==> config.mk <==
export PLATFORM = sky130hd
export DESIGN_NAME = tpe_stack_ram
export DESIGN_NICKNAME = d
export VERILOG_FILES = /design/src/rtl/core/tpe_pkg.sv /design/src/rtl/core/tpe_stack_ram.sv
export SDC_FILE = /design/constraint.sdc
export NUM_CORES = 2
export LEC_CHECK = 0
export ABC_AREA = 0
export BUFFER_PORTS_ARGS = -buffer_cell sky130_fd_sc_hd__buf_2
export CORE_MARGIN = 2
export CORE_UTILIZATION = 27
export CTS_CLUSTER_DIAMETER = 50
export CTS_CLUSTER_SIZE = 24
export DETAILED_ROUTE_END_ITERATION = 7
export GPL_TIMING_DRIVEN = 1
export PLACE_DENSITY = 0.5
export SLEW_MARGIN = 40
export SYNTH_ARGS = -nofsm -noshare
export SYNTH_HDL_FRONTEND = slang
export SYNTH_SLANG_ARGS = --single-unit
==> constraint.sdc <==
create_clock -name clk -period 5.65 [get_ports clk]
set_input_delay 0.2825 -clock clk [delete_from_list [all_inputs] [get_ports clk]]
set_output_delay 0.2825 -clock clk [all_outputs]
set_load 0.02 [all_outputs]
==> src/rtl/core/tpe_pkg.sv <==
// ----------------------------------------------------------------------------
// tpe_pkg
// Shared types, constants and tables for the turtle pose engine.
// ----------------------------------------------------------------------------
package tpe_pkg;

	localparam int STACK_DEPTH  = 32;
	localparam int CORDIC_STEPS = 24;
	localparam int STACK_AW     = (STACK_DEPTH > 1) ? $clog2(STACK_DEPTH) : 1;
	localparam int CNT_W        = $clog2(STACK_DEPTH + 1);
	localparam int LIM_W        = (CNT_W > 6) ? CNT_W : 6;
	localparam int STEP_W       = (CORDIC_STEPS > 1) ? $clog2(CORDIC_STEPS) : 1;

	// Angle conversion: one turn is 2 * 180 * 128 units of 1/128 degree.
	localparam int HALF_CIRCLE_DEG = 180;
	localparam int UNITS_PER_TURN  = 2 * HALF_CIRCLE_DEG * 128;
	localparam int TURN_DIV        = UNITS_PER_TURN / 1024;
	localparam longint BAM_Q       = (64'd1 << 22) / TURN_DIV;
	localparam longint BAM_R       = (64'd1 << 22) % TURN_DIV;
	localparam longint BAM_HALF    = (TURN_DIV - 1) / 2;
	localparam longint BAM_RECIP   = ((64'd1 << 28) + TURN_DIV - 1) / TURN_DIV;

	localparam logic signed [33:0] CORDIC_GAIN = 34'sd652032874;

	typedef enum logic [2:0] {
		CMD_DRAW    = 3'd0,
		CMD_MOVE    = 3'd1,
		CMD_LEFT    = 3'd2,
		CMD_RIGHT   = 3'd3,
		CMD_PUSH    = 3'd4,
		CMD_POP     = 3'd5,
		CMD_RESTART = 3'd6,
		CMD_NONE    = 3'd7
	} tpe_cmd_t;

	typedef enum logic [1:0] {
		STS_OK  = 2'd0,
		STS_OVF = 2'd1,
		STS_UNF = 2'd2,
		STS_SAT = 2'd3
	} tpe_status_t;

	typedef enum logic [3:0] {
		ST_IDLE,
		ST_DISPATCH,
		ST_CORDIC,
		ST_PROD,
		ST_LO,
		ST_HI,
		ST_DISP,
		ST_ANG1,
		ST_ANG2,
		ST_DONE
	} tpe_state_t;

	typedef enum logic [2:0] {
		REG_X_SCALE  = 3'd0,
		REG_Y_SCALE  = 3'd1,
		REG_START_X  = 3'd2,
		REG_START_Y  = 3'd3,
		REG_START_H  = 3'd4,
		REG_STK_LIM  = 3'd5
	} tpe_reg_t;

	typedef struct packed {
		logic [31:0] x;
		logic [31:0] y;
		logic [31:0] h;
	} tpe_pose_t;

	typedef struct packed {
		logic               done;
		logic signed [33:0] cos;
		logic signed [33:0] sin;
	} tpe_trig_t;

	// Arctangent of 2^-i in binary-angle units.
	function automatic logic [31:0] atan_lut(input logic [4:0] idx);
		logic [31:0] v;
		unique case (idx)
			5'd0:  v = 32'h20000000;
			5'd1:  v = 32'h12E4051E;
			5'd2:  v = 32'h09FB385B;
			5'd3:  v = 32'h051111D4;
			5'd4:  v = 32'h028B0D43;
			5'd5:  v = 32'h0145D7E1;
			5'd6:  v = 32'h00A2F61E;
			5'd7:  v = 32'h00517C55;
			5'd8:  v = 32'h0028BE53;
			5'd9:  v = 32'h00145F2F;
			5'd10: v = 32'h000A2F98;
			5'd11: v = 32'h000517CC;
			5'd12: v = 32'h00028BE6;
			5'd13: v = 32'h000145F3;
			5'd14: v = 32'h0000A2FA;
			5'd15: v = 32'h0000517D;
			5'd16: v = 32'h000028BE;
			5'd17: v = 32'h0000145F;
			5'd18: v = 32'h00000A30;
			5'd19: v = 32'h00000518;
			5'd20: v = 32'h0000028C;
			5'd21: v = 32'h00000146;
			5'd22: v = 32'h000000A3;
			5'd23: v = 32'h00000051;
			5'd24: v = 32'h00000029;
			5'd25: v = 32'h00000014;
			5'd26: v = 32'h0000000A;
			5'd27: v = 32'h00000005;
			5'd28: v = 32'h00000003;
			5'd29: v = 32'h00000001;
			5'd30: v = 32'h00000001;
			5'd31: v = 32'h00000000;
			default: v = 32'h00000000;
		endcase
		return v;
	endfunction

endpackage

==> src/rtl/core/tpe_stack_ram.sv <==
// ----------------------------------------------------------------------------
// tpe_stack_ram
// Pose stack storage: one write port, one read port, registered read data.
// ----------------------------------------------------------------------------
module tpe_stack_ram
	import tpe_pkg::*;
(
	input  logic                clk,
	input  logic                we,
	input  logic [STACK_AW-1:0] waddr,
	input  tpe_pose_t           wdata,
	input  logic                re,
	input  logic [STACK_AW-1:0] raddr,
	output tpe_pose_t           rdata
);

	tpe_pose_t mem [STACK_DEPTH];

	always_ff @(posedge clk) begin
		if (we) begin
			mem[waddr] <= wdata;
		end
	end

	always_ff @(posedge clk) begin
		if (re) begin
			rdata <= mem[raddr];
		end
	end

endmodule

### Yosys cells after proc, flatten, opt, wreduce, memory -nomap -nowiden

Memories as Yosys holds them, arrays and structs flattened. A register that Yosys moved wholly into a read port is not among the register bits.
Index checks and enable logic that the tools add are counted.

| word-level totals | value |
|---|---|
| register bits after elaboration | 0 |
| bits in latches | 0 |
| bits in writable memories | 3072 |
| ROM bits | 0 |
| input port bits | 109 |
| output and inout port bits | 96 |
| word-level logic and storage cells | 3 |
| memories kept | 1 |

Memories:

| name | depth | width | read ports | clocked after memory_dff | wr ports | line | source |
|---|---|---|---|---|---|---|---|
| mem | 32 | 96 | 1 | 1 | 1 | tpe_stack_ram.sv:17 | `tpe_pose_t mem [STACK_DEPTH];` |

| cells by class | value |
|---|---|
| add/subtract/negate cells | 0 |
| multiply operators | 0 |
| div/mod/pow operators | 0 |
| order comparisons | 0 |
| equality and inequality tests | 0 |
| shift-type cells | 0 |
| multiplexer cells | 2 |
| bitwise operators | 0 |
| reductions and logical operators | 0 |

Operator list:

| kind | number |
|---|---|
| 2-to-1 mux 1 bit | 2 |

### Depth between registers and ports, before layout

| logic depth | value |
|---|---|
| depth in word-level cells | 2 |
| gate-level depth with buffers | 9 |
| mapped depth without buffers | 4 |

### Least setup slack after synthesis

No wires, ideal clock.

| timing path | value |
|---|---|
| path kind | input-to-reg |
| from | input port waddr[1] |
| to | memory mem[12][0] (netlist name), enable pin |
| library setup time | 552 ps |
| arrival time | 4941 ps |
| required time | 5098 ps |
| path slack | 157 ps |
| stages on the path | 3 |
| cell sequence | or3b_2 -> clkbuf_1 -> nor2_1 |

RTL lines:

| element | line | source |
|---|---|---|
| start, declared | tpe_stack_ram.sv:10 | `input logic [STACK_AW-1:0] waddr,` |
| end, declared | tpe_stack_ram.sv:17 |  |

Straight into the memory's write port.

==> key figures <==
Floorplan
  – Site Rows: 244
  – IO Count: 205
  – Chip Width: 669 µm
  – Die Area: 448000 µm²
  – Effective utilization at floorplan: 27.1%
  – Total core area: 441000 µm²
  – Die height: 669 µm

Clock network
  – Clk_lat worst skew: 870 ps
  – CTS Buf Count: 266
  – TritonCTS Sinks: 3168
  – Cts hold-fix bufs: 97
  – Setup Fix Bufs, Post-CTS: 0
  – TritonCTS clock tree: yes
  – H-tree depth: 5
  – Worst-path clk slew: 80 ps
  – Root Driver: clkbuf_16
  – CTS max path bufs: 4
  – Post-CTS resize count: 0

STA
  – Post-layout minimum cycle time: 2450 ps
  – TNS Setup: 0 ps
  – Fmax: 0.408 GHz
  – Clock skew: 35.7 ps
  – Final worst-path cycle share: 43.4%
  – Max-Slew Margin vs Limit: 37.7%
  – Count of final hold-check violations: 0
  – Worst Max-Slew Pin Slew: 934 ps
  – RSZ-0062 raised after global routing: false
  – Final setup vio count: 0
  – Slew Limit Fails: 0

Placed design
  – Dpl hpwl: 184 mm
  – Gpl congestion: 0.725
  – I/O Buffers: 204

Worst setup path
  – WS Path Type: in2reg
  – CP required: 6250 ps
  – Element type at the critical path end: flop
  – Worst setup SP type: primary input
  – Crit path max fanout: 47
  – Worst EP arrival: 3050 ps
  – Crit path from: raddr[2]
  – Reg2reg start: mem[7][9]$_DFFE_PP_

Pwr
  – Clock network power share: 40.5%
  – Comb power frac: 5.0%
  – Total power: 48.3 mW
  – PwrDens: 346 nW/µm²
  – Sw power: 11.0 mW
  – Pint: 37.3 mW
  – Switching portion of total power: 22.7%
  – Max rail drop VDD: 266 µV
  – Sequential Power Share: 54.5%
  – P_leak: 44.3 nW

Final layout
  – Most frequent cells in the layout: edfxtp_1, mux2i_1, a22oi_1, mux4_2, clkbuf_16
  – Commonest non-fill, non-tap cell in the layout: edfxtp_1
  – Fill count: 42100
  – Final Util: 31.6%
  – Layout area overhead: 16.7%
  – Multi-input logic area: 23200 µm²
  – Nets: 6146
  – FF/Latch Area: 95100 µm²
  – Fraction of layout cells with a size suffix above 1: 20.5%

Synthesis
  – Distinct cells, synth: 29
  – Yosys reg bits: 3168
  – Dominant cell type by area after synthesis: edfxtp_1
  – Syn Inst Count: 5604
  – Yosys warns: 0
  – Post-Syn Area: 120000 µm²
  – Top cells by area, synth: edfxtp_1, mux4_2, mux2i_1
  – Sequential area share after synthesis: 79.6%
  – Area share of the largest cell type after synthesis: 79.6%
  – Post-Syn Nets: 5713
  – Mean post-synth cell area: 21.3 µm²

Flow run
  – Max_cap viols: 0

Min path
  – Worst hold path class: in2reg
  – Min-delay src: raddr[1]

Detailed routing
  – Antenna Nets Post-Route: 0
  – DR iter-0 viols: 6260
  – Average vias per placed instance: 4.86
  – Drt wl/cell: 28.8 µm
  – Initial DRT Pass Iterations: 6
  – Final wirelength: 351 mm
  – DR DRC count: 0
  – Via Count: 59200

GRT
  – Global-route wire length before repair: 484 mm
  – GR Overflow Total: 0
  – Total track usage: 15.2%
  – Vias in the first global route: 60000
  – Antenna violations before repair: 64
  – Largest net degree at the start of global routing: 114

Outcome
  – Outcome: complete, no violations
[cell usage after synthesis]
library cell / count
nand2_1: 12
nor2_2: 1
nor2_1: 45
inv_1: 1
mux2i_1: 768
a21oi_1: 9
or3_1: 1
mux4_2: 384
buf_1: 15
buf_6: 20
and2_1: 10
buf_2: 111
nand2b_1: 1
edfxtp_1: 3168
nor3_1: 3
a32oi_1: 5
buf_4: 33
nand3b_1: 5
and3_1: 1
a22o_1: 51
nand4_1: 45
or3b_2: 2
a22oi_1: 511
and3b_1: 1
clkbuf_1: 139
nor3_2: 2
a31oi_1: 51
nor2b_1: 15
nand3_1: 194
[through the flow]
step                hold WS [ps]  setup slack (ps)  cells  area, µm²
floorplan                    381               157   5604     120000
global placement             677              2220  11500     129000
detailed placement           685              2280  11600     129000
CTS                         57.3              3210  12100     139000
global route                99.8              3100  12200     140000
finish                       131              3200  12200     140000
[layout make-up]
class,count,area share (%)
tap,5904,5.29
clock buffer,291,5.02
timing repair buffer,483,3.30
antenna,16,0.0287
multi-input combinational,2117,16.6
inverter,1,0.00269
clock inverter,184,1.57
sequential,3168,68.2
[worst max-delay path, stage by stage]
cell and delay [ps]:
buf_8 310, buf_4 700, buf_4 740, mux4_2 410, a22o_1 240, a31oi_1 160, nand3_1 110
[final timing paths]
path                                            end  cells after the start  slack [ps]
worst min-delay path            rdata[74]$_DFFE_PP_                      4         130
worst max-delay path             rdata[7]$_DFFE_PP_                      7        3200
worst max register to register   rdata[9]$_DFFE_PP_                      3        3910
worst min register to register  rdata[68]$_DFFE_PP_                      4         690
[logic make-up (layout without fill, tap and decap cells)]
logic type | count (synthesis) | in the layout | share of synthesized area, %
flops | 3168 | 3168 | 79.6
mux | 1152 | 1152 | 13.7
compound gates | 627 | 627 | 3.92
simple gates | 338 | 338 | 1.46
buf+inv | 319 | 959 | 1.35
other cells | 0 | 16 | 0
[registers in the layout, indices dropped and copies added (netlist names)]
| signal | flops |
|---|---|
| rdata | 96 |
| mem | 3072 |
[power by group through the flow]
stage	sequential, mW	combinational (mW)	clock, mW
6_report	26.4	2.41	19.6
5_1_grt	26.4	2.58	20.9
4_1_cts	26.4	2.46	20.0
3_5_place_dp	26.9	2.38	0
3_3_place_gp	26.9	2.32	0
2_1_floorplan	26.9	1.21	0
[layer usage]
layer,track usage [%],share of wire [%],routed length (µm)
met4,3.04,2.1,7210
met1,20.6,43,150000
met2,25.9,50,174000
met3,2.12,5.7,19900
met5,0,0.039,136
No activity file was read; power rests on OpenSTA's default activity.
