**config.mk**
```make
export PLATFORM = sky130hd
export DESIGN_NAME = tpe_cordic
export DESIGN_NICKNAME = d
export VERILOG_FILES = /design/src/rtl/core/tpe_pkg.sv /design/src/rtl/core/tpe_cordic.sv
export SDC_FILE = /design/constraint.sdc
export NUM_CORES = 1
export LEC_CHECK = 0
export ABC_AREA = 0
export ABC_CLOCK_PERIOD_IN_PS = 18140
export BUFFER_PORTS_ARGS = -buffer_cell sky130_fd_sc_hd__buf_2
export CAP_MARGIN = 15
export CORE_ASPECT_RATIO = 1.1
export CORE_MARGIN = 2
export CORE_UTILIZATION = 60
export DETAILED_ROUTE_END_ITERATION = 8
export PLACE_DENSITY = 0.76
export SYNTH_ARGS = -nofsm -noshare
export SYNTH_HDL_FRONTEND = slang
export SYNTH_SLANG_ARGS = --single-unit
export TNS_END_PERCENT = 5
```
**constraint.sdc**
```tcl
create_clock -name clk -period 18.14 [get_ports clk]
set_input_delay 1.814 -clock clk [delete_from_list [all_inputs] [get_ports clk]]
set_output_delay 1.814 -clock clk [all_outputs]
set_load 0.05 [all_outputs]
```
**src/rtl/core/tpe_pkg.sv**
```systemverilog
// ----------------------------------------------------------------------------
// tpe_pkg
// Shared types, constants and tables for the turtle pose engine.
// ----------------------------------------------------------------------------
package tpe_pkg;

	localparam int STACK_DEPTH  = 32;
	localparam int CORDIC_STEPS = 24;
	localparam int STACK_AW     = (STACK_DEPTH > 1) ? $clog2(STACK_DEPTH) : 1;
	localparam int CNT_W        = $clog2(STACK_DEPTH + 1);
	localparam int LIM_W        = (CNT_W > 6) ? CNT_W : 6;
	localparam int STEP_W       = (CORDIC_STEPS > 1) ? $clog2(CORDIC_STEPS) : 1;

	// Angle conversion: one turn is 2 * 180 * 128 units of 1/128 degree.
	localparam int HALF_CIRCLE_DEG = 180;
	localparam int UNITS_PER_TURN  = 2 * HALF_CIRCLE_DEG * 128;
	localparam int TURN_DIV        = UNITS_PER_TURN / 1024;
	localparam longint BAM_Q       = (64'd1 << 22) / TURN_DIV;
	localparam longint BAM_R       = (64'd1 << 22) % TURN_DIV;
	localparam longint BAM_HALF    = (TURN_DIV - 1) / 2;
	localparam longint BAM_RECIP   = ((64'd1 << 28) + TURN_DIV - 1) / TURN_DIV;

	localparam logic signed [33:0] CORDIC_GAIN = 34'sd652032874;

	typedef enum logic [2:0] {
		CMD_DRAW    = 3'd0,
		CMD_MOVE    = 3'd1,
		CMD_LEFT    = 3'd2,
		CMD_RIGHT   = 3'd3,
		CMD_PUSH    = 3'd4,
		CMD_POP     = 3'd5,
		CMD_RESTART = 3'd6,
		CMD_NONE    = 3'd7
	} tpe_cmd_t;

	typedef enum logic [1:0] {
		STS_OK  = 2'd0,
		STS_OVF = 2'd1,
		STS_UNF = 2'd2,
		STS_SAT = 2'd3
	} tpe_status_t;

	typedef enum logic [3:0] {
		ST_IDLE,
		ST_DISPATCH,
		ST_CORDIC,
		ST_PROD,
		ST_LO,
		ST_HI,
		ST_DISP,
		ST_ANG1,
		ST_ANG2,
		ST_DONE
	} tpe_state_t;

	typedef enum logic [2:0] {
		REG_X_SCALE  = 3'd0,
		REG_Y_SCALE  = 3'd1,
		REG_START_X  = 3'd2,
		REG_START_Y  = 3'd3,
		REG_START_H  = 3'd4,
		REG_STK_LIM  = 3'd5
	} tpe_reg_t;

	typedef struct packed {
		logic [31:0] x;
		logic [31:0] y;
		logic [31:0] h;
	} tpe_pose_t;

	typedef struct packed {
		logic               done;
		logic signed [33:0] cos;
		logic signed [33:0] sin;
	} tpe_trig_t;

	// Arctangent of 2^-i in binary-angle units.
	function automatic logic [31:0] atan_lut(input logic [4:0] idx);
		logic [31:0] v;
		unique case (idx)
			5'd0:  v = 32'h20000000;
			5'd1:  v = 32'h12E4051E;
			5'd2:  v = 32'h09FB385B;
			5'd3:  v = 32'h051111D4;
			5'd4:  v = 32'h028B0D43;
			5'd5:  v = 32'h0145D7E1;
			5'd6:  v = 32'h00A2F61E;
			5'd7:  v = 32'h00517C55;
			5'd8:  v = 32'h0028BE53;
			5'd9:  v = 32'h00145F2F;
			5'd10: v = 32'h000A2F98;
			5'd11: v = 32'h000517CC;
			5'd12: v = 32'h00028BE6;
			5'd13: v = 32'h000145F3;
			5'd14: v = 32'h0000A2FA;
			5'd15: v = 32'h0000517D;
			5'd16: v = 32'h000028BE;
			5'd17: v = 32'h0000145F;
			5'd18: v = 32'h00000A30;
			5'd19: v = 32'h00000518;
			5'd20: v = 32'h0000028C;
			5'd21: v = 32'h00000146;
			5'd22: v = 32'h000000A3;
			5'd23: v = 32'h00000051;
			5'd24: v = 32'h00000029;
			5'd25: v = 32'h00000014;
			5'd26: v = 32'h0000000A;
			5'd27: v = 32'h00000005;
			5'd28: v = 32'h00000003;
			5'd29: v = 32'h00000001;
			5'd30: v = 32'h00000001;
			5'd31: v = 32'h00000000;
			default: v = 32'h00000000;
		endcase
		return v;
	endfunction

endpackage

```
**src/rtl/core/tpe_cordic.sv**
```systemverilog
// ----------------------------------------------------------------------------
// tpe_cordic
// Iterative rotation-mode CORDIC, one micro-rotation per cycle.
// ----------------------------------------------------------------------------
module tpe_cordic
	import tpe_pkg::*;
(
	input  logic        clk,
	input  logic        arst_n,
	input  logic        start,
	input  logic [31:0] heading,
	output tpe_trig_t   res
);

	logic               busy_q, fin_q, done_q, neg_q;
	logic [STEP_W-1:0]  step_q;
	logic signed [33:0] x_q, y_q, xs, ys, cos_q, sin_q;
	logic signed [32:0] z_q, at;
	logic [31:0]        hfold;
	logic               fold;

	assign fold  = (heading[31:30] == 2'd1) || (heading[31:30] == 2'd2);
	assign hfold = fold ? (heading + 32'h8000_0000) : heading;
	assign xs    = x_q >>> step_q;
	assign ys    = y_q >>> step_q;
	assign at    = signed'(33'(atan_lut(5'(step_q))));

	always_ff @(posedge clk or negedge arst_n) begin
		if (!arst_n) begin
			busy_q <= 1'b0;
			fin_q  <= 1'b0;
			done_q <= 1'b0;
		end else begin
			done_q <= fin_q;
			fin_q  <= busy_q && (step_q == STEP_W'(CORDIC_STEPS - 1));
			if (start) begin
				busy_q <= 1'b1;
			end else if (busy_q && (step_q == STEP_W'(CORDIC_STEPS - 1))) begin
				busy_q <= 1'b0;
			end
		end
	end

	always_ff @(posedge clk) begin
		if (start) begin
			neg_q  <= fold;
			x_q    <= CORDIC_GAIN;
			y_q    <= '0;
			z_q    <= signed'(33'(signed'(hfold)));
			step_q <= '0;
		end else if (busy_q) begin
			step_q <= step_q + 1'b1;
			if (!z_q[32]) begin
				x_q <= x_q - ys;
				y_q <= y_q + xs;
				z_q <= z_q - at;
			end else begin
				x_q <= x_q + ys;
				y_q <= y_q - xs;
				z_q <= z_q + at;
			end
		end
		if (fin_q) begin
			cos_q <= neg_q ? -x_q : x_q;
			sin_q <= neg_q ? -y_q : y_q;
		end
	end

	assign res.done = done_q;
	assign res.cos  = cos_q;
	assign res.sin  = sin_q;

	ap_no_restart: assert property (@(posedge clk) disable iff (!arst_n)
		busy_q |-> !start) else $error("cordic restarted while busy");
	ap_fin_follows: assert property (@(posedge clk) disable iff (!arst_n)
		fin_q |=> done_q && !busy_q) else $error("cordic finish sequence broken");
	ap_done_pulse: assert property (@(posedge clk) disable iff (!arst_n)
		done_q |=> !done_q) else $error("cordic done longer than one cycle");

endmodule

```
# [Yosys cells after proc, flatten, opt, wreduce, memory -nomap -nowiden]
# Memories as Yosys holds them, arrays and structs flattened. A register that Yosys moved wholly into a read port is not among the register bits.
# Cells that the tools add are included.
[totals] ff_bits=178 mem_bits_ro=960 in_bits=35 out_inout_bits=69 n_memories=1
[classes] add_sub_neg=10 eq_ne=3 shifts=2 muxes=12 reduce_logical=4
[memory_table] memory="(name not given)" depth=32 word_bits=30 read_ports=1 rd_ports_with_merged_regs=1 wr=0 line="tpe_pkg.sv:80" text="unique case (idx)"
[op_table] op="two-way mux 34 bit" count=4
[op_table] op="two-way mux 33 bit" count=3
[op_table] op="adder 34 bit" count=2
[op_table] op="negator 34 bit" count=2
[op_table] op=">>> shifter 34 x 5 -> 34 bit" count=2
[op_table] op="subtractor 34 bit" count=2
[op_table] op="adder 33 bit" count=1
[op_table] op="subtractor 33 bit" count=1
[op_table] op="adder 32 bit (second input constant)" count=1
[op_table] op="two-way mux 32 bit" count=1
[op_table] op="two-way mux 5 bit" count=2
[op_table] op="adder 5 x 1 -> 5 bit (second input constant)" count=1
[op_table] op="== test 5 bit (second input constant)" count=1
[op_table] op="nonzero test 2 bit" count=2
[op_table] op="== test 2 x 1 -> 1 bit (second input constant)" count=1
[op_table] op="== test 2 bit (second input constant)" count=1
[op_table] op="two-way mux 1 bit" count=2
[op_table] op="logical AND 1 bit" count=1
[op_table] op="logical OR 1 bit" count=1

# [Depth between registers and ports, before layout]
# Gate-level depths: netlist of the first run.
[depth] depth_word=4 ltp_mapped=28 mapped_depth_nobuf=21

# [Worst setup path before layout of the first run]
# Ideal clock, no wire load.
[synth_timing] path_kind="register -> register" from="register step_q[0]" to="register x_q[29]" arrival_time_ns=5.862 required_time_ns=18.010 setup_slack_ns=12.148 path_stages_with_launch=26 n_path_buf=6 cell_sequence="dfxtp_1 > buf_4 > buf_4 > buf_2 > buf_2 > buf_2 > mux4_2 > nand2_1 > o21ai_0 > a211oi_1 > ha_1 > nor4b_1 > and3_1 > and3b_1 > buf_2 > a31oi_1 > xnor2_1 > ha_1 > a21o_1 > a21o_1 > or3_1 > o21ai_0 > o21ai_0 > a31oi_1 > xor2_1 > o21ai_0"
[synth_via] elab_chain_len=3 elab_cells_between_ends=4
[synth_rtl] element="start, declared" line="tpe_cordic.sv:16" text="logic [STEP_W-1:0] step_q;"
[synth_rtl] element="start signal, assigned" line="tpe_cordic.sv:52" text="step_q <= step_q + 1'b1;"
[synth_rtl] element=">>> shifter 34 x 5 -> 34 bit *" line="tpe_cordic.sv:25" text="assign ys = y_q >>> step_q;"
[synth_rtl] element="subtractor 34 bit / adder 34 bit (equally long branches)" line="tpe_cordic.sv:54, tpe_cordic.sv:58"
[synth_rtl] element="two-way mux 34 bit *" line="tpe_cordic.sv:53" text="if (!z_q[32]) begin"
[synth_rtl] element="end signal, assigned" line="tpe_cordic.sv:54" text="x_q <= x_q - ys;"
[synth_rtl] element="end signal, assigned" line="tpe_cordic.sv:58" text="x_q <= x_q + ys;"
[synth_rtl] element="end, declared" line="tpe_cordic.sv:17" text="logic signed [33:0] x_q, y_q, xs, ys, cos_q, sin_q;"
# Every way passes the cells marked *; elsewhere a longest branch is shown, timed or not.
# A chain may end at the register's enable or synchronous reset.

# [Worst setup path in the final report of the first run]
[layout_timing] from="register step_q[1]" to="register y_q[29]"
[layout_via] elab_chain_len=3 elab_cells_between_ends=4
[layout_rtl] element=">>> shifter 34 x 5 -> 34 bit *" line="tpe_cordic.sv:24" text="assign xs = x_q >>> step_q;"
[layout_rtl] element="adder 34 bit / subtractor 34 bit (equally long branches)" line="tpe_cordic.sv:55, tpe_cordic.sv:59"
[layout_rtl] element="two-way mux 34 bit *" line="tpe_cordic.sv:53"
[layout_rtl] element="end signal, assigned" line="tpe_cordic.sv:55" text="y_q <= y_q + xs;"
[layout_rtl] element="end signal, assigned" line="tpe_cordic.sv:59" text="y_q <= y_q - xs;"
[layout_rtl] element="end, declared" line="tpe_cordic.sv:17"
# Marks and branches as above.

==> results of run 1 <==
per-stage QoR:
stage	cells	area (um2)	hold slack, ns
3_5_place_dp	2823	21400	0.512
2_1_floorplan	2434	20900	0.463
6_report	2866	22200	0.522
5_1_grt	2864	22200	0.545
3_3_place_gp	2823	21400	0.510
4_1_cts	2863	22200	0.524
area by class of cell:
class                           instances  area [um2]
Antenna cell                            3        7.51
Clock buffer                           25         583
Clock inverter                         15         199
Fill cell                            2937       12100
Inverter                               66         248
Multi-Input combinational cell       1974       14600
Sequential cell                       208        5220
Tap cell                              438         548
Timing Repair Buffer                  137         773
critical path, stage by stage (launching register included):
cell and delay (ns):
dfxtp_4 0.78, buf_4 0.89, mux4_2 0.64, mux2_2 0.33, o2bb2ai_1 0.14, a211oi_1 0.52
nand4_1 0.23, nor3_1 0.69, a21oi_1 0.17, xnor2_1 0.18, ha_1 0.36, a21o_1 0.22
a21oi_1 0.18, o211ai_1 0.15, a2111oi_0 0.60, nor4_1 0.22, or3_1 0.42, a21o_1 0.19
a21oi_1 0.16, xnor2_1 0.08, a22o_1 0.19
flip-flops by register name, indices dropped and copies added (netlist names):
signal and cells:
busy_q 1, y_q 34, at 30, neg_q 1, cos_q 34, done_q 1
sin_q 34, z_q 33, fin_q 1, step_q 5, x_q 34
cells in the final DEF, fill, tap and decap left out, types with 15 or more instances in the layout:
master,n
o31ai_1,26
edfxtp_1,102
mux2_2,41
buf_4,35
a221oi_1,15
a21o_1,47
o22ai_1,23
a211oi_1,29
xnor2_1,138
o21a_1,19
clkbuf_16,23
buf_2,102
nor2b_1,19
nand3_1,47
nor3_1,59
and3_1,22
nand2b_1,32
nand2_1,218
or3_1,26
a21oi_1,184
xor2_1,90
nand4_1,16
nor4_1,15
mux2i_1,81
or2_2,19
ha_1,111
o21ai_0,148
dfxtp_1,98
o211ai_1,20
nor2_1,210
inv_1,61
a31oi_1,32
mux4_2,84
layer usage:
metal	share of wire	global-route usage	wire length, um
met5	0.00017	0	12
met3	0.096	0.0776	6720
met1	0.37	0.449	25900
met4	0.063	0.214	4410
met2	0.47	0.653	32800
kinds of logic (layout without fill, tap and decap cells):
group,count (synthesis),after routing
flops,208,208
fa+ha+maj,114,114
xor+xnor,228,228
simple gates,738,738
compound gates,683,683
other cells,0,3
mux,211,211
buf+inv,252,243
power breakdown:
group	switching (mW)	internal, mW
Sequential	0.267	0.664
Combinational	2.02	1.56
Clock	0.199	0.302
Total	2.49	2.52
how the worst max path moves through the flow:
stage,to,slack (ns),depth (start not counted)
global placement,y_q[29]$_SDFFE_PP0P_,10.93,20
CTS,y_q[29]$_SDFFE_PP0P_,10.74,20
floorplan,x_q[29]$_SDFFE_PP1P_,12.15,25
global route,y_q[29]$_SDFFE_PP0P_,10.05,21
detailed placement,y_q[29]$_SDFFE_PP0P_,10.76,20
finish,y_q[29]$_SDFFE_PP0P_,10.64,20
==> results.toml, run 1 <==
[floorplan]
core_area_um2 = 34300
fp.dieH_um = 200
initial_core_util = 0.609
num_rows = 71
dieArea_um2 = 36300
die_x_um = 182
ios = 104

[sta]
min_period_ns = 7.50
skew_ns = 0.0171
setup_viol = 0
finalWorstSetupSlack_ns = 10.64
maxSlewHeadroom = 0.226
setup_tns_ns = 0
period_share = 0.413
max_freq_mhz = 133
grt_setup_unrepaired = "no"
worst-slew-pin-transition_ns = 1.15
finalHoldViolations = 0
drv_slew = 0

[power_and_ir_drop]
total_power_mw = 5.01
peakVddDrop_uv = 150
p_leak_nw = 9.02
power_density_nw_per_um2 = 226

[clock_network]
cts_buffers = 23
cts_resized = 0
cts_setup_buffers = 0
h-tree-depth = 1
clock-root-buffer = "clkbuf_16"
path_clk_slew_ns = 0.06
postCtsHoldBufs = 0
cts_buffer_depth = 3
cts_sinks = 208
clk_latency_ns = 0.55
cts_tree = "built"

[worst_hold_path]
hold_class = "reg2reg"
min_to = "sin_q[0]$_DFFE_PP_"
min_from = "y_q[0]$_SDFFE_PP0P_"
hold_path_depth = 0

[global_routing]
grt_antenna_before_repair = 4
first_global_vias = 18900
grt.overflow.total = 0
grt_pass1_wl_mm = 108
grt_use_total = 0.381
grt_start_max_net_pins = 79

[placement]
place_congestion = 1.06
dp_hpwl_mm = 50.9
post-place-ws_ns = 10.76
io_buffers = 103

[critical_path]
r2r_slack_ns = 10.64
crit_path_end_kind = "flop"
startpoint = "step_q[1]$_SDFFE_PP0P_"
critical_path_class = "reg2reg"
startpoint_type = "flop"
rr_endpoint = "y_q[29]$_SDFFE_PP0P_"
rr_startpoint = "step_q[1]$_SDFFE_PP0P_"
crit_arrival_ns = 7.93
critPathRequiredTime_ns = 18.58
reg2regPathDepth = 20
critPathMaxFanout = 78

[synthesis]
yosys_warnings = 0
synth_cell_types = 92
synthesis.nets = 2583
synth_common_cells = "218 x nand2_1, 210 x nor2_1, 184 x a21oi_1"
synthArstFlopShare = 0.0144
synth-xor-area-share = 0.0956
synthTopCellsByArea = "edfxtp_1 15%, dfxtp_1 9.9%, mux4_2 9.1%, ha_1 6.6%, xnor2_1 5.8%"
synth-adder-area-share = 0.0693
synth-seq-cells = 208
synth_largest_area_cell = "edfxtp_1"
synthSimpleGateAreaFrac = 0.168
syn-cell-area_um2 = 20900
synth-main-ff-cell = "dfxtp_1"
avgSynthCellArea_um2 = 8.58
ys_seq_area_frac = 0.249
synth_mux_area_frac = 0.156
synth.most_common_cell = "nand2_1"
synth_top_family_by_area = "compound AO/OA/AOI/OAI gates"
syn_inst = 2434
yosys.area.top_type_share = 0.147
synth_edf_count = 102
synth_compound_area_frac = 0.212

[routing]
route.detailed.drc = 0
firstDrtPassIters = 6
drtIter0Drc = 1910
ant_nets = 0
avgRoutedWirePerCell_um = 24.4
totalWireLength_mm = 69.8
via_per_inst = 6.90
dr_total_vias = 19800

[cells_and_area]
nets = 2559
area.growth.synth_to_final_pct = 6.29
drive_above_1_share = 0.138
utilization = 0.648

[status]
status = "complete, no violations"

[run]
maxCapViolations = 0
Power figures use the tool's default switching activity.
==> inputs of run 2 (changes only) <==
ABC_CLOCK_PERIOD_IN_PS = 7490   (was 18140)
clock period = 7.49 ns   (was 18.14 ns; I/O delays follow)
==> run 2 against run 1 <==
  * Sequential share of layout area decreased by 0.12 points
  * Die area did not move
  * Largest power group unchanged
  * Largest cell class unchanged
  * Wire length about the same
==> results.toml, run 2 (same netlist as run 1, synthesis figures left out) <==
[status]
status = "complete, no violations"

[global_routing]
grt.overflow.total = 0
grt_use_total = 0.381
grt_antenna_before_repair = 4
grt_pass1_wl_mm = 107
first_global_vias = 18700
grt_start_max_net_pins = 73

[floorplan]
ios = 104
fp.dieH_um = 200
dieArea_um2 = 36300
core_area_um2 = 34300
die_x_um = 182
num_rows = 71
initial_core_util = 0.609

[clock_network]
cts_sinks = 208
cts_buffers = 24
cts_resized = 0
path_clk_slew_ns = 0.06
cts_tree = "built"
h-tree-depth = 1
clk_latency_ns = 0.55
clock-root-buffer = "clkbuf_16"
cts_buffer_depth = 3

[placement]
place_congestion = 1.04
dp_hpwl_mm = 51.7
placed_cell_area_um2 = 21500
io_buffers = 103
post-place-ws_ns = 0.928

[critical_path]
crit_family = "compound AO/OA/AOI/OAI gates"
critPathSlowestCell = "dfxtp_4"
critPathMaxFanout = 59
slowest_delay_ns = 0.87
crit_path_end_kind = "flop"
crit_arrival_ns = 7.12
critPathRequiredTime_ns = 7.88
worstPathCellList = "buf_4, mux4_2, mux2i_1, o22ai_1, nor3_2, ha_1, nor4b_1, a21oi_1, xnor2_1, ha_1, a21o_1, a211o_1, o32a_1, a21oi_1, o21ai_0, o21ai_0, o21ai_0, a31oi_1, xor2_1, o21ai_0"
startpoint_type = "flop"
critical_path_class = "reg2reg"
critPathBufInv = 1
path_common_cell = "o21ai_0"

[cells_and_area]
layout_common_cells = "218 x nand2_1, 210 x nor2_1, 184 x a21oi_1"
area.growth.synth_to_final_pct = 6.86
design_area_um2 = 22300
register_area_um2 = 5220
multi_input_area_um2 = 14600
nFillCells = 2923
nets = 2570
final_common_cell = "nand2_1"
drive_above_1_share = 0.144

[routing]
via_per_inst = 6.83
ant_nets = 0
totalWireLength_mm = 69.9
firstDrtPassIters = 6
route.detailed.drc = 0
dr_total_vias = 19700
avgRoutedWirePerCell_um = 24.3
drtIter0Drc = 1856

[sta]
max_freq_mhz = 149
worst-slew-pin-transition_ns = 1.14
setup_viol = 0
setup_tns_ns = 0
skew_ns = 0.0171
min_period_ns = 6.73
drv_slew = 0
finalWorstSetupSlack_ns = 0.760
finalHoldViolations = 0
grt_setup_unrepaired = "no"
period_share = 0.899
maxSlewHeadroom = 0.237

[power_and_ir_drop]
p_leak_nw = 9.08
peakVddDrop_uv = 386
power_density_nw_per_um2 = 542

[run]
maxCapViolations = 0

[worst_hold_path]
hold_class = "in2reg"
==> run 2: changes by cell type in the layout (fill, tap and decap cells not counted) <==
cell / change
clkinv_1: -6
clkinv_2: +1
clkbuf_16: +3
clkbuf_1: +3
bufinv_16: -4
inv_6: +1
buf_12: +2
clkinvlp_4: +4
buf_4: +7
clkbuf_8: +2
dlygate4sd3_1: +1
==> run 2: repair_timing <==
action                    4_1_cts  5_1_grt
hold buffers                    1        0
hold endpoints to repair        3        0
buffers inserted                0        0
==> run 2: final cells by class <==
| type | instances | area share |
|---|---|---|
| Inverter | 66 | 0.0111 |
| Antenna cell | 3 | 0.000336 |
| Sequential cell | 208 | 0.234 |
| Timing Repair Buffer | 147 | 0.0392 |
| Multi-Input combinational cell | 1974 | 0.655 |
| Clock buffer | 33 | 0.0312 |
| Tap cell | 438 | 0.0245 |
| Clock inverter | 11 | 0.00448 |
==> run 2: final timing paths <==
kind	startpoint	to	slack [ns]	cells after the start
hold reg to reg	y_q[0]$_SDFFE_PP0P_	sin_q[0]$_DFFE_PP_	0.55	0
setup reg to reg	step_q[1]$_SDFFE_PP0P_	x_q[29]$_SDFFE_PP1P_	0.76	20
setup / recovery	step_q[1]$_SDFFE_PP0P_	x_q[29]$_SDFFE_PP1P_	0.76	20
min in group asynchronous	arst_n	busy_q$_DFFE_PN0P_	0.52	2
max in group asynchronous	arst_n	fin_q$_DFF_PN0_	6.83	2
hold / removal	heading[10]	z_q[10]$_DFFE_PP_	0.48	3
==> run 2: worst reg2reg max path, cell delays in order, from the launching register on <==
cell and delay (ns):
dfxtp_4 0.87, buf_4 0.44, mux4_2 0.55, mux2i_1 0.24, o22ai_1 0.13, nor3_2 0.41
ha_1 0.27, nor4b_1 0.42, a21oi_1 0.17, xnor2_1 0.17, ha_1 0.39, a21o_1 0.19
a211o_1 0.28, o32a_1 0.33, a21oi_1 0.38, o21ai_0 0.23, o21ai_0 0.38, o21ai_0 0.23
a31oi_1 0.24, xor2_1 0.16, o21ai_0 0.08
==> run 2: routing by layer <==
metal | wire (um) | GRT usage
met1 | 26200 | 0.449
met4 | 4510 | 0.224
met5 | 0 | 0
met2 | 33100 | 0.656
met3 | 6100 | 0.0698
==> run 2: stage by stage <==
step	std cells	power, mW	util	hold WS (ns)
4_1_cts	2877	11.9	0.651	0.465
6_report	2880	12.1	0.651	0.477
3_3_place_gp	2832	10.5	0.627	0.533
2_1_floorplan	2434	8.72	-	0.453
3_5_place_dp	2832	10.7	0.627	0.543
5_1_grt	2880	13.0	0.651	0.491
==> run 2: power by group <==
part | leakage (nW) | internal, mW | total [mW] | switching, mW
Clock | 0.376 | 0.689 | 1.19 | 0.497
Combinational | 6.83 | 3.78 | 8.56 | 4.78
Sequential | 1.87 | 1.61 | 2.35 | 0.741
==> inputs of run 3 (changes only) <==
ABC_CLOCK_PERIOD_IN_PS = 7900   (was 7490)
SKIP_LAST_GASP = 1   (was not set)
clock period = 7.9 ns   (was 7.49 ns; I/O delays follow)
==> run 3 against run 2 <==
  * Worst hold slack got worse by 0.44 ns
  * Total power fell by 4.8%
  * Setup slack improved by 0.14 ns
  * Maximum frequency fell by 3.9%
  * Critical path type unchanged
  * Highest routed layer unchanged
  * Register-to-register slack improved by 0.14 ns
==> results.toml, run 3 (same netlist as run 1, synthesis figures left out) <==
[sta]
worst-slew-pin-transition_ns = 1.16
period_share = 0.886
maxSlewHeadroom = 0.228
min_period_ns = 7.00
max_freq_mhz = 143
setup_viol = 0
drv_slew = 0
whs_ns = 0.0374
grt_setup_unrepaired = "no"
setup_tns_ns = 0
finalHoldViolations = 0
skew_ns = 0.0156
finalWorstSetupSlack_ns = 0.899

[critical_path]
critPathRequiredTime_ns = 8.31
critPathMaxFanout = 55
startpoint = "step_q[1]$_SDFFE_PP0P_"
rr_startpoint = "step_q[1]$_SDFFE_PP0P_"
reg2regPathDepth = 19
crit_arrival_ns = 7.41
critical_path_class = "reg2reg"
crit_path_end_kind = "flop"
r2r_slack_ns = 0.90
rr_endpoint = "x_q[29]$_SDFFE_PP1P_"
startpoint_type = "flop"

[clock_network]
clk_latency_ns = 0.55
clock-root-buffer = "clkbuf_16"
path_clk_slew_ns = 0.06
cts_buffers = 24
cts_sinks = 208
postCtsHoldBufs = 0
h-tree-depth = 1
cts_buffer_depth = 3
cts_resized = 0
cts_tree = "built"
cts_setup_buffers = 0

[routing]
ant_nets = 0
route.detailed.drc = 0
dr_total_vias = 19600
firstDrtPassIters = 9
avgRoutedWirePerCell_um = 24.3
totalWireLength_mm = 69.8
drtIter0Drc = 2009
via_per_inst = 6.81

[power_and_ir_drop]
peakVddDrop_uv = 360
p_leak_nw = 9.06
total_power_mw = 11.5
power_density_nw_per_um2 = 517

[global_routing]
grt_pass1_wl_mm = 108
grt_use_total = 0.382
first_global_vias = 18900
grt.overflow.total = 0
grt_antenna_before_repair = 3
grt_start_max_net_pins = 74

[cells_and_area]
layout_common_cells = "218 x nand2_1, 210 x nor2_1, 184 x a21oi_1"
nFillCells = 2920
area.growth.synth_to_final_pct = 6.62
nets = 2565
final_common_cell = "nand2_1"
utilization = 0.650
drive_above_1_share = 0.143

[floorplan]
core_area_um2 = 34300
initial_core_util = 0.609
die_x_um = 182
fp.dieH_um = 200
ios = 104
num_rows = 71
dieArea_um2 = 36300

[worst_hold_path]
hold_class = "in2async"

[placement]
dp_hpwl_mm = 52.0
place_congestion = 1.03
io_buffers = 103
post-place-ws_ns = 1.12

[status]
status = "complete, no violations"

[run]
maxCapViolations = 0
[run 3: cell types whose count changed in the layout (fill, tap and decap cells not counted), sizes merged]
cell / change
buf: -4
bufinv: +1
clkbuf: -4
clkinv: +3
clkinvlp: -2
dlygate4sd3: -1
inv: +2
[run 3: per-layer routing]
| layer | up-vias | global-route usage | wire length, um |
|---|---|---|---|
| met4 | 0 | 0.233 | 4960 |
| met1 | 9231 | 0.457 | 26200 |
| met2 | 1031 | 0.646 | 32400 |
| li1 | 9047 | - | - |
| met3 | 273 | 0.0671 | 6290 |
| met5 | - | 0 | 0 |
[run 3: power breakdown]
group / internal, mW / switching, mW
clock: 0.668 / 0.484
combinational: 3.58 / 4.59
sequential: 1.52 / 0.659
total: 5.77 / 5.74
[run 3: how the worst max path moves through the flow]
| stage | to | slack, ns |
|---|---|---|
| final | x_q[29]$_SDFFE_PP1P_ | 0.90 |
| after floorplan | x_q[29]$_SDFFE_PP1P_ | 1.91 |
| after global placement | x_q[29]$_SDFFE_PP1P_ | 1.26 |
| after global routing | x_q[29]$_SDFFE_PP1P_ | 0.47 |
| after detailed placement | x_q[29]$_SDFFE_PP1P_ | 1.12 |
| after CTS | x_q[29]$_SDFFE_PP1P_ | 1.01 |
[run 3: stage by stage]
stage / std cells / area, um2
6_report: 2875 / 22300
5_1_grt: 2874 / 22300
4_1_cts: 2872 / 22300
3_5_place_dp: 2828 / 21500
3_3_place_gp: 2828 / 21500
2_1_floorplan: 2434 / 20900
[run 3: critical path, stage by stage (launching register included)]
cell	delay (ns)
dfxtp_4	0.91
mux4_2	0.66
mux2i_1	0.39
o22ai_1	0.12
a211oi_1	0.72
ha_1	0.34
nor4b_1	0.43
a21oi_1	0.15
xnor2_1	0.15
ha_1	0.36
a21o_1	0.19
a211o_1	0.28
o32a_1	0.33
a21oi_1	0.40
o21ai_0	0.23
o21ai_0	0.39
o21ai_0	0.23
a31oi_1	0.27
xor2_1	0.18
o21ai_0	0.09
[run 3: final cells by class]
| class | instances | area, um2 | share of cell area |
|---|---|---|---|
| flip-flops and latches | 208 | 5220 | 0.234 |
| diodes | 3 | 7.51 | 0.000337 |
| clock buffers | 29 | 661 | 0.0297 |
| clock inverters | 15 | 151 | 0.00680 |
| inverters | 66 | 248 | 0.0111 |
| multi-input cells | 1974 | 14600 | 0.657 |
| repair buffers | 142 | 811 | 0.0364 |
| well taps | 438 | 548 | 0.0246 |
